===== src/rtl/bea_pkg.sv =====
// Shared constants for the button edge and auto-repeat block.
// Holds the register map, reset values and field widths; no dependencies.
package bea_pkg;

  localparam int unsigned ADDR_W = 5;
  localparam int unsigned IDX_W  = 3;

  localparam logic [IDX_W-1:0] REG_STALE_WINDOW = 3'd0;
  localparam logic [IDX_W-1:0] REG_FIRST_DELAY  = 3'd1;
  localparam logic [IDX_W-1:0] REG_NEXT_DELAY   = 3'd2;
  localparam logic [IDX_W-1:0] REG_TOGGLE_KEY   = 3'd3;
  localparam logic [IDX_W-1:0] REG_MODIFIER_KEY = 3'd4;

  localparam logic [31:0] STALE_WINDOW_RST = 32'd100000;
  localparam logic [31:0] FIRST_DELAY_RST  = 32'd400000;
  localparam logic [31:0] NEXT_DELAY_RST   = 32'd200000;
  localparam logic [31:0] TOGGLE_KEY_RST   = 32'd16;
  localparam logic [31:0] MODIFIER_KEY_RST = 32'd1;

  localparam logic [2:0] HANDLED_PORT = 3'd0;

endpackage


===== src/rtl/button_edge_autorepeat_core.sv =====
// Top level of the button edge detector with auto-repeat and menu toggle.
// Depends on bea_pkg for the register map and reset values.
// A word waits in the input registers until it can advance to the result
// registers. Throughput: one word per cycle unless a valid result is stalled;
// a sample's state update is compare and add logic between those registers.
// Reset clears the state, the valid flags and the registers to their defaults.
module button_edge_autorepeat_core (
  input  logic                       clk,
  input  logic                       rst,
  input  logic                       psel,
  input  logic                       penable,
  input  logic                       pwrite,
  input  logic [bea_pkg::ADDR_W-1:0] paddr,
  input  logic [31:0]                pwdata,
  output logic [31:0]                prdata,
  output logic                       pready,
  input  logic                       in_valid,
  output logic                       in_stall,
  input  logic [2:0]                 port,
  input  logic [31:0]                buttons,
  input  logic [63:0]                time_stamp,
  output logic                       out_valid,
  input  logic                       out_stall,
  output logic                       accepted,
  output logic [31:0]                pressed,
  output logic [31:0]                released,
  output logic [31:0]                newly_down,
  output logic [31:0]                held,
  output logic                       menu_toggled,
  output logic                       menu_visible,
  output logic                       deliver
);

  logic [31:0] stale_window;
  logic [31:0] first_repeat_delay;
  logic [31:0] next_repeat_delay;
  logic [31:0] toggle_key_mask;
  logic [31:0] modifier_key_mask;

  logic [31:0] last_buttons;
  logic [63:0] last_time;
  logic [63:0] repeat_deadline;
  logic        menu_shown;

  logic        in_full;
  logic [2:0]  port_r;
  logic [31:0] buttons_r;
  logic [63:0] time_r;

  logic                       cfg_write;
  logic [bea_pkg::IDX_W-1:0]  cfg_idx;
  logic                       advance;
  logic                       take_in;

  logic [63:0] age;
  logic        stale;
  logic        acc;
  logic        changed;
  logic        repeat_due;
  logic [31:0] up;
  logic [31:0] down;
  logic [31:0] press_raw;
  logic        toggle;
  logic [31:0] press_final;
  logic        menu_next;
  logic [63:0] deadline_next;

  assign pready    = 1'b1;
  assign cfg_write = psel && penable && pwrite;
  assign cfg_idx   = paddr[bea_pkg::ADDR_W-1:2];

  always_ff @(posedge clk) begin
    if (rst) begin
      stale_window       <= bea_pkg::STALE_WINDOW_RST;
      first_repeat_delay <= bea_pkg::FIRST_DELAY_RST;
      next_repeat_delay  <= bea_pkg::NEXT_DELAY_RST;
      toggle_key_mask    <= bea_pkg::TOGGLE_KEY_RST;
      modifier_key_mask  <= bea_pkg::MODIFIER_KEY_RST;
    end else if (cfg_write) begin
      case (cfg_idx)
        bea_pkg::REG_STALE_WINDOW: stale_window       <= pwdata;
        bea_pkg::REG_FIRST_DELAY:  first_repeat_delay <= pwdata;
        bea_pkg::REG_NEXT_DELAY:   next_repeat_delay  <= pwdata;
        bea_pkg::REG_TOGGLE_KEY:   toggle_key_mask    <= pwdata;
        bea_pkg::REG_MODIFIER_KEY: modifier_key_mask  <= pwdata;
        default: begin
        end
      endcase
    end
  end

  always_comb begin
    case (cfg_idx)
      bea_pkg::REG_STALE_WINDOW: prdata = stale_window;
      bea_pkg::REG_FIRST_DELAY:  prdata = first_repeat_delay;
      bea_pkg::REG_NEXT_DELAY:   prdata = next_repeat_delay;
      bea_pkg::REG_TOGGLE_KEY:   prdata = toggle_key_mask;
      bea_pkg::REG_MODIFIER_KEY: prdata = modifier_key_mask;
      default:                   prdata = 32'd0;
    endcase
  end

  assign advance  = in_full && !(out_valid && out_stall);
  assign in_stall = in_full && !advance;
  assign take_in  = in_valid && !in_stall;

  always_ff @(posedge clk) begin
    if (rst) begin
      in_full <= 1'b0;
    end else if (take_in) begin
      in_full <= 1'b1;
    end else if (advance) begin
      in_full <= 1'b0;
    end
  end

  always_ff @(posedge clk) begin
    if (take_in) begin
      port_r    <= port;
      buttons_r <= buttons;
      time_r    <= time_stamp;
    end
  end

  always_comb begin
    age        = last_time - time_r;
    stale      = age < {32'd0, stale_window};
    acc        = (port_r == bea_pkg::HANDLED_PORT) && !stale;
    changed    = buttons_r != last_buttons;
    repeat_due = !changed && (repeat_deadline < time_r);
    up         = changed ? (last_buttons & ~buttons_r) : 32'd0;
    down       = changed ? (buttons_r & ~last_buttons) : 32'd0;
    press_raw  = changed ? down : (repeat_due ? buttons_r : 32'd0);
    toggle     = ((press_raw & toggle_key_mask) != 32'd0) &&
                 ((buttons_r & modifier_key_mask) != 32'd0);
    press_final = toggle ? (press_raw & ~toggle_key_mask) : press_raw;
    menu_next  = menu_shown ^ toggle;
    if (changed) begin
      deadline_next = time_r + {32'd0, first_repeat_delay};
    end else if (repeat_due) begin
      deadline_next = time_r + {32'd0, next_repeat_delay};
    end else begin
      deadline_next = repeat_deadline;
    end
  end

  always_ff @(posedge clk) begin
    if (rst) begin
      last_buttons    <= 32'd0;
      last_time       <= 64'd0;
      repeat_deadline <= 64'd0;
      menu_shown      <= 1'b0;
    end else if (advance && acc) begin
      last_buttons    <= buttons_r;
      last_time       <= time_r;
      repeat_deadline <= deadline_next;
      menu_shown      <= menu_next;
    end
  end

  always_ff @(posedge clk) begin
    if (rst) begin
      out_valid <= 1'b0;
    end else if (advance) begin
      out_valid <= 1'b1;
    end else if (!out_stall) begin
      out_valid <= 1'b0;
    end
  end

  always_ff @(posedge clk) begin
    if (advance) begin
      accepted     <= acc;
      pressed      <= acc ? press_final : 32'd0;
      released     <= acc ? up : 32'd0;
      newly_down   <= acc ? down : 32'd0;
      held         <= acc ? buttons_r : 32'd0;
      menu_toggled <= acc && toggle;
      menu_visible <= acc ? menu_next : menu_shown;
      deliver      <= acc && (press_final != 32'd0) && menu_next;
    end
  end

endmodule


===== config.mk =====
export PLATFORM = sky130hd
export DESIGN_NAME = button_edge_autorepeat_core
export DESIGN_NICKNAME = d
export VERILOG_FILES = /design/src/rtl/bea_pkg.sv /design/src/rtl/button_edge_autorepeat_core.sv
export SDC_FILE = /design/constraint.sdc
export NUM_CORES = 1
export LEC_CHECK = 0
export ABC_AREA = 1
export BUFFER_PORTS_ARGS = -buffer_cell sky130_fd_sc_hd__clkbuf_2
export CAP_MARGIN = 5
export CORE_AREA = 2 2 177 310
export CTS_BUF_LIST = sky130_fd_sc_hd__clkbuf_4 sky130_fd_sc_hd__clkbuf_8
export CTS_CLUSTER_SIZE = 24
export DETAILED_ROUTE_END_ITERATION = 8
export DIE_AREA = 0 0 179 312
export MAX_ROUTING_LAYER = met4
export PLACE_DENSITY = 0.76
export SYNTH_ARGS = -nofsm -noshare
export SYNTH_HDL_FRONTEND = slang
export SYNTH_SLANG_ARGS = --single-unit

===== constraint.sdc =====
create_clock -name clk -period 8.9 [get_ports clk]
set_input_delay 0.445 -clock clk [delete_from_list [all_inputs] [get_ports clk]]
set_output_delay 0.445 -clock clk [all_outputs]
set_load 0.02 [all_outputs]

==> impl_metrics.yaml, run 1 <==
floorplan:
  die-area_mm2: 0.05585
  chipWidth_um: 179
  row_count: 112
  ios: 310
  core_area_mm2: 0.05311
  initial_core_util_pct: 59.74
  dieHeight_um: 312
place:
  place_ws_ns: 2.456
  gp_congestion: 1.024
  hpwl_um: 79610
  portBuffers: 306
  dp.cells: 4936
sta:
  slew_violations: 3
  worst_pin_slew_ns: 1.574
  finClkSkew_ns: 0.04472
  post-route-min-period_ns: 6.571
  worst_slack_ns: 2.329
  finalCritPeriodShare_pct: 73.84
  setup_viol: 0
  rsz0062_at_grt: "false"
  max_freq_ghz: 0.1522
  relSlewSlack_pct: -5.929
  worst_hold_slack_ns: 0.03353
  finalSetupTns_ns: 0
  hold_viol_final: 0
synth:
  synth_most_common_cell: "nand2_1"
  synth_nets: 4464
  yosysSeqAreaShare_pct: 42.24
  synth-xor-area-share_pct: 3.064
  yosysTopAreaCell: "edfxtp_1"
  synth-async-reset-ratio_pct: 0
  synth_cell_types: 62
  muxShareOfSynthArea_pct: 0
  synthSimpleGateAreaFrac_pct: 22.06
  synthTopCellsByArea: "edfxtp_1 22%, dfxtp_1 20%, ha_1 10%"
  netlist_area_mm2: 0.03173
  syn_avg_cell_area_um2: 7.804
  synth-compound-area-share_pct: 15.09
  ys_warn_count: 0
  synth_seq_cells: 554
  synth_edf_count: 231
  synth_top_area_share_pct: 21.86
  synthAdderAreaFrac_pct: 10.10
  synth_ff_type: "dfxtp_1"
  synth_top_family_by_area: "simple AND/OR/NAND/NOR gates"
  ys_top_cells_by_count: "753 x nand2_1, 642 x nor2_1, 421 x inv_1"
  synth_cells: 4066
worst_setup_path:
  critPathLaunchType: "register"
  crit_top_cell: "nand2_1"
  cp_max_fo: 33
  reg2regPathDepth: 30
  cp-end-kind: "register"
  reg2reg_slack_ns: 2.33
  slowest_delay_ns: 0.61
  r2r_start: "buttons_r[26]$_DFFE_PP_"
  worstPathArrival_ns: 7.18
  crit_family: "simple AND/OR/NAND/NOR gates"
  cp.buffers_inverters: 3
  setup.worst_path.class: "reg -> reg"
  critPathSlowestCell: "o31ai_2"
  crit_required_ns: 9.51
  r2r-end: "repeat_deadline[56]$_SDFFE_PP0P_"
drt:
  avgViaCountPerCell: 5.741
  num_vias: 29820
  drtIter0Drc: 2354
  wl_um: 106100
  wl_per_cell_um: 20.44
  post-route-drc-count: 0
  drt-pass1-iter-count: 7
  antenna_left: 0
cts:
  cts_buffers: 80
  path_clk_slew_ns: 0.07
  root_buffer: "clkbuf_8"
  clock_latency_ns: 0.71
  clockBufferDepth: 3
  ctsResizeCount: 0
  cts_tree: "built"
  htreeDepth: 3
  clkSinkCount: 554
min_path:
  min_path_cells: 3
  hold_start: "pwdata[30]"
  hp-class: "in -> reg"
  worst_hold_path.endpoint: "toggle_key_mask[30]$_SDFFE_PP0P_"
grt:
  grt_usage_pct: 38.58
  grt_max_degree: 101
  antenna_found_initial: 9
  grt-ovfl-total: 0
  grt_pass1_wl_um: 159100
  grt_pass1_vias: 28910
status:
  status: "complete, but fails checks"
  violations: "capacitance limit, slew limit"
power_and_ir_drop:
  power-per-cell-area_mw_per_mm2: 156.6
  p_leak_nw: 16.08
  p_total_mw: 5.714
  peakVddDrop_mv: 0.1279
finish:
  reg_top3: "last_time (64), repeat_deadline (64), time_r (64)"
  fillers: 4530
  layout.nets: 4831
  area_growth_pct: 14.99
  fin_cells: 5194
  multi_input_area_mm2: 0.01602
  regArea_mm2: 0.01340
  layout-drive-gt1-share_pct: 11.71
flow_run:
  maxCapViolCount: 1
-- power by group --
group,switching (mW),total (mW),leakage [nW],internal (mW)
clock network,1.07,2.27,0.932,1.20
registers,0.0511,2.77,4.88,2.72
logic,0.453,0.671,10.3,0.218
-- logic make-up (layout without fill, tap and decap cells) --
| logic type | Yosys count | count (layout) |
|---|---|---|
| AO/OA/AOI/OAI | 845 | 845 |
| other | 1 | 10 |
| adder cells (fa/ha/maj) | 255 | 255 |
| AND/OR/NAND/NOR | 1713 | 1713 |
| XOR/XNOR | 111 | 111 |
| buffers and inverters | 587 | 1022 |
| flip-flops | 554 | 554 |
-- layout by cell type, fill, tap and decap left out, types with 26 or more instances in the layout --
cell type and count:
a21oi_1 364, ha_1 253, dlygate4sd3_1 99, nor2_1 641, a221oi_1 26, nand3_1 165, nor3_1 42, o21ai_0 282
dfxtp_1 323, clkbuf_8 85, inv_1 419, clkbuf_2 305, nand4_1 64, a31oi_1 28, edfxtp_1 231, nand2_1 753
buf_4 39, xor2_1 93
-- per-layer routing --
layer | up-vias | global-route usage, % | wire length [um]
met5 | - | - | 0
met4 | 0 | 33.04 | 10850
met3 | 456 | 5.438 | 6684
met2 | 1309 | 66.56 | 53380
met1 | 13640 | 37.18 | 35240
li1 | 14420 | - | -
-- area by class of cell --
class,count,area share (%)
Clock buffer,99,3.494
Timing Repair Buffer,443,7.702
Antenna cell,9,0.06173
Sequential cell,554,36.73
Inverter,429,4.427
Tap cell,684,2.346
Multi-Input combinational cell,2925,43.91
Clock inverter,51,1.327
-- stage by stage --
step / utilization, % / area, um^2
floorplan: - / 31730
CTS: 68.66 / 36460
finish: 68.70 / 36490
global placement: 63.48 / 33710
detailed placement: 63.48 / 33710
global route: 68.70 / 36490
-- what timing repair did --
action,4_1_cts,5_1_grt
endpoints found under the hold margin,99,0
hold buffers,99,0
endpoints found under the setup margin,0,0
setup buffers,0,0
-- worst max path at each step --
stage / endpoint / depth (start not counted) / from
global placement: repeat_deadline[56]$_SDFFE_PP0P_ / 30 / buttons_r[26]$_DFFE_PP_
detailed placement: repeat_deadline[56]$_SDFFE_PP0P_ / 30 / buttons_r[24]$_DFFE_PP_
floorplan: accepted$_DFFE_PP_ / 3 / out_stall
CTS: repeat_deadline[56]$_SDFFE_PP0P_ / 30 / buttons_r[26]$_DFFE_PP_
finish: repeat_deadline[56]$_SDFFE_PP0P_ / 30 / buttons_r[26]$_DFFE_PP_
global route: repeat_deadline[56]$_SDFFE_PP0P_ / 30 / buttons_r[26]$_DFFE_PP_
-- worst reg2reg max path: cells and delay by family, from the launching register on --
| kind | cells | cell delay [ns] |
|---|---|---|
| AO/OA/AOI/OAI | 3 | 0.91 |
| XOR/XNOR | 1 | 0.20 |
| flip-flops | 1 | 0.48 |
| adder cells (fa/ha/maj) | 2 | 0.70 |
| AND/OR/NAND/NOR | 21 | 3.43 |
| buffers and inverters | 3 | 0.75 |
Note: power is estimated with default switching activity, not from simulation.
==> run 2: changes to the inputs <==
Settings changed: ABC_AREA 1 to 0, CORE_AREA 2 2 177 310 to 2 2 184 322, DIE_AREA 0 0 179 312 to 0 0 186 324, PLACE_DENSITY 0.76 to 0.75.
Clock period 8.9 ns to 5.9 ns, I/O delays scaled along.
==> run 2 against run 1 <==
Against the previous run:
- the flow finishes with violations (DRC)
- fmax grew 15%
- worst setup slack lost 2.1 ns
- routed wire length grew 24%
- via count grew 6.2%
- power grew 61%
==> impl_metrics.yaml, run 2 <==
status:
  status: "complete, but fails checks"
  violations: "DRC"
worst_setup_path:
  crit_required_ns: 6.53
  crit_chain: "ha_1 -> nand4_1 -> nor4_2 -> buf_4 -> nand2_4 -> mux2_2 -> ha_1 -> fa_1 -> a211oi_2 -> o21ai_0 -> a211oi_1 -> or3_4 -> a311oi_1 -> a41o_1 -> or4_1 -> a31o_2 -> a21oi_2 -> buf_12 -> nor2b_1 -> xnor2_1 -> a211oi_1"
  cp_max_fo: 11
  critPathSlowestCell: "or4_1"
  slowest_delay_ns: 0.51
  setup.worst_path.class: "reg -> reg"
  worstPathArrival_ns: 6.34
  reg2reg_slack_ns: 0.19
  critPathLaunchType: "register"
  cp-end-kind: "register"
grt:
  grt-ovfl-total: 0
  grt_usage_pct: 45.09
  grt_max_degree: 169
  antenna_found_initial: 17
  grt_pass1_wl_um: 193300
  grt_pass1_vias: 31110
power_and_ir_drop:
  p_leak_nw: 16.13
  clock_power_share_pct: 41.5
  p_seq_share_pct: 45.4
  intPower_mw: 6.661
  peakVddDrop_mv: 0.2762
  p_total_mw: 9.222
  power-per-cell-area_mw_per_mm2: 236.2
  switching_power_mw: 2.561
  p_sw_share_pct: 27.77
  pwr-share-comb_pct: 13.1
finish:
  layout-drive-gt1-share_pct: 18.34
  final_common_cell: "nand2_1"
  regArea_mm2: 0.01340
  multi_input_area_mm2: 0.01715
  fillers: 4720
  final_cell_area_mm2: 0.03905
  fin_cells: 5029
  reg_top3: "last_time (64), repeat_deadline (64), time_r (64)"
  layout.nets: 4564
  area_growth_pct: 21.85
  final_cell_mix: "468 x nand2_1, 466 x a21oi_1, 322 x dfxtp_1"
sta:
  post-route-min-period_ns: 5.711
  finClkSkew_ns: 0.03921
  hold_viol_final: 0
  slew_violations: 0
  max_freq_ghz: 0.1751
  finalCritPeriodShare_pct: 96.79
  setup_viol: 0
  worst_pin_slew_ns: 1.412
  relSlewSlack_pct: 5.896
floorplan:
  dieHeight_um: 324
  ios: 310
  chipWidth_um: 186
  row_count: 117
  die-area_mm2: 0.06026
  initial_core_util_pct: 55.41
  core_area_mm2: 0.05782
place:
  portBuffers: 306
  hpwl_um: 95270
  gp_congestion: 1.159
  dp.cells: 4714
  post_dp_cell_area_mm2: 0.03549
drt:
  antenna_left: 0
  wl_um: 131300
  num_vias: 31660
  avgViaCountPerCell: 6.296
  post-route-drc-count: 2
  drtIter0Drc: 2661
  drt-pass1-iter-count: 9
  wl_per_cell_um: 26.10
synth:
  yosysTopAreaCell: "edfxtp_1"
  syn_avg_cell_area_um2: 8.791
  synthTopCellsByArea: "edfxtp_1 22%, dfxtp_1 20%, ha_1 9.9%"
  muxShareOfSynthArea_pct: 2.358
  ys_top_cells_by_count: "470 x nand2_1, 469 x a21oi_1, 323 x dfxtp_1"
  synth_most_common_cell: "nand2_1"
  synth_edf_count: 231
  ys_warn_count: 0
  yosysSeqAreaShare_pct: 41.83
  synth-xor-area-share_pct: 2.706
  synth_cell_types: 83
  synth_ff_type: "dfxtp_1"
  synth_nets: 4043
  synth_cells: 3645
  synth_seq_cells: 554
  synth_top_area_share_pct: 21.65
  synthAdderAreaFrac_pct: 10.00
  synthSimpleGateAreaFrac_pct: 16.47
  synth_top_family_by_area: "compound AO/OA/AOI/OAI gates"
  synth-compound-area-share_pct: 21.25
  netlist_area_mm2: 0.03204
  synth-async-reset-ratio_pct: 0
flow_run:
  maxCapViolCount: 0
cts:
  clkSinkCount: 554
  root_buffer: "clkbuf_8"
  cts_buffers: 85
  clockBufferDepth: 3
  path_clk_slew_ns: 0.07
  htreeDepth: 3
  clock_latency_ns: 0.76
  cts_tree: "built"
min_path:
  hp-class: "in -> reg"
## run 2: cell count changes after synthesis, sizes merged, moves of 59 or more
cell	before	now
a211oi	1	60
inv	426	186
nand2	756	471
a21oi	372	469
clkbuf	96	164
and3	0	108
o21ai	300	215
xor2	93	24
nor2	646	171
## run 2: routing by layer
| metal | vias to the layer above | part of all wire, % | GRT usage (%) |
|---|---|---|---|
| li1 | 14370 | - | - |
| met1 | 14800 | 31 | 39.80 |
| met2 | 1684 | 49 | 74.62 |
| met3 | 806 | 8.0 | 13.66 |
| met4 | 0 | 12 | 44.43 |
| met5 | - | 0 | - |
## run 2: worst paths after layout
check             cells after the start                       startpoint                                to
setup / recovery                     21          buttons_r[19]$_DFFE_PP_  repeat_deadline[36]$_SDFFE_PP0P_
hold / removal                        2                          port[1]               port_r[1]$_DFFE_PP_
setup reg to reg                     21          buttons_r[19]$_DFFE_PP_  repeat_deadline[36]$_SDFFE_PP0P_
hold reg to reg                       2  repeat_deadline[7]$_SDFFE_PP0P_   repeat_deadline[7]$_SDFFE_PP0P_
## run 2: final cells by class
type,instances,area share [%]
sequential,554,34.33
inverter,187,1.798
clock buffer,108,3.583
antenna,19,0.1218
clock inverter,50,1.522
tap,773,2.477
timing repair buffer,664,12.25
multi-input combinational,2674,43.92
## run 2: critical path, delay by kind of cell, from the launching register on
family	cells	cell delay, ns
xor+xnor	1	0.12
fa+ha+maj	3	0.98
buf+inv	2	0.34
mux	1	0.31
compound gates	8	1.93
simple gates	6	1.47
flops	1	0.41
## run 2: power groups by stage
stage	clock network [mW]	registers [mW]	logic, mW
6_report	3.83	4.19	1.20
5_1_grt	3.99	4.20	1.28
4_1_cts	3.83	4.18	1.15
3_5_place_dp	0	4.27	1.07
3_3_place_gp	0	4.27	1.06
2_1_floorplan	0	4.31	0.551
## run 2: metrics by stage
stage / setup TNS (ns) / setup slack, ns / hold WS (ns) / util (%)
3_3_place_gp: 0 / 0.03511 / 0.4536 / 61.38
3_5_place_dp: -0.8988 / -0.03196 / 0.4595 / 61.38
4_1_cts: 0 / 0.03752 / 0.2290 / 67.16
2_1_floorplan: 0 / 0.08164 / 0.3939 / -
6_report: 0 / 0.1894 / 0.2483 / 67.53
5_1_grt: -0.0006075 / -0.0006075 / 0.2400 / 67.52
## run 2: cells by family (layout without fill, tap and decap cells)
logic type,after synthesis,after routing
muxes,71,71
adders and majority gates,255,255
DFF,554,554
other,1,20
xor gates and xnor gates,99,99
and+or+nand+nor,1136,1136
buffers and inverters,417,1009
AOI/OAI and AO/OA,1112,1112
## run 2: what timing repair did
action | 4_1_cts | 5_1_grt
gates cloned | 0 | 0
buffers inserted | 0 | 4
gates resized for setup | 3 | 26
endpoints found under the setup margin | 65 | 293
endpoints found under the hold margin | 296 | 0
pin swaps | 0 | 6
hold buffers | 134 | 0
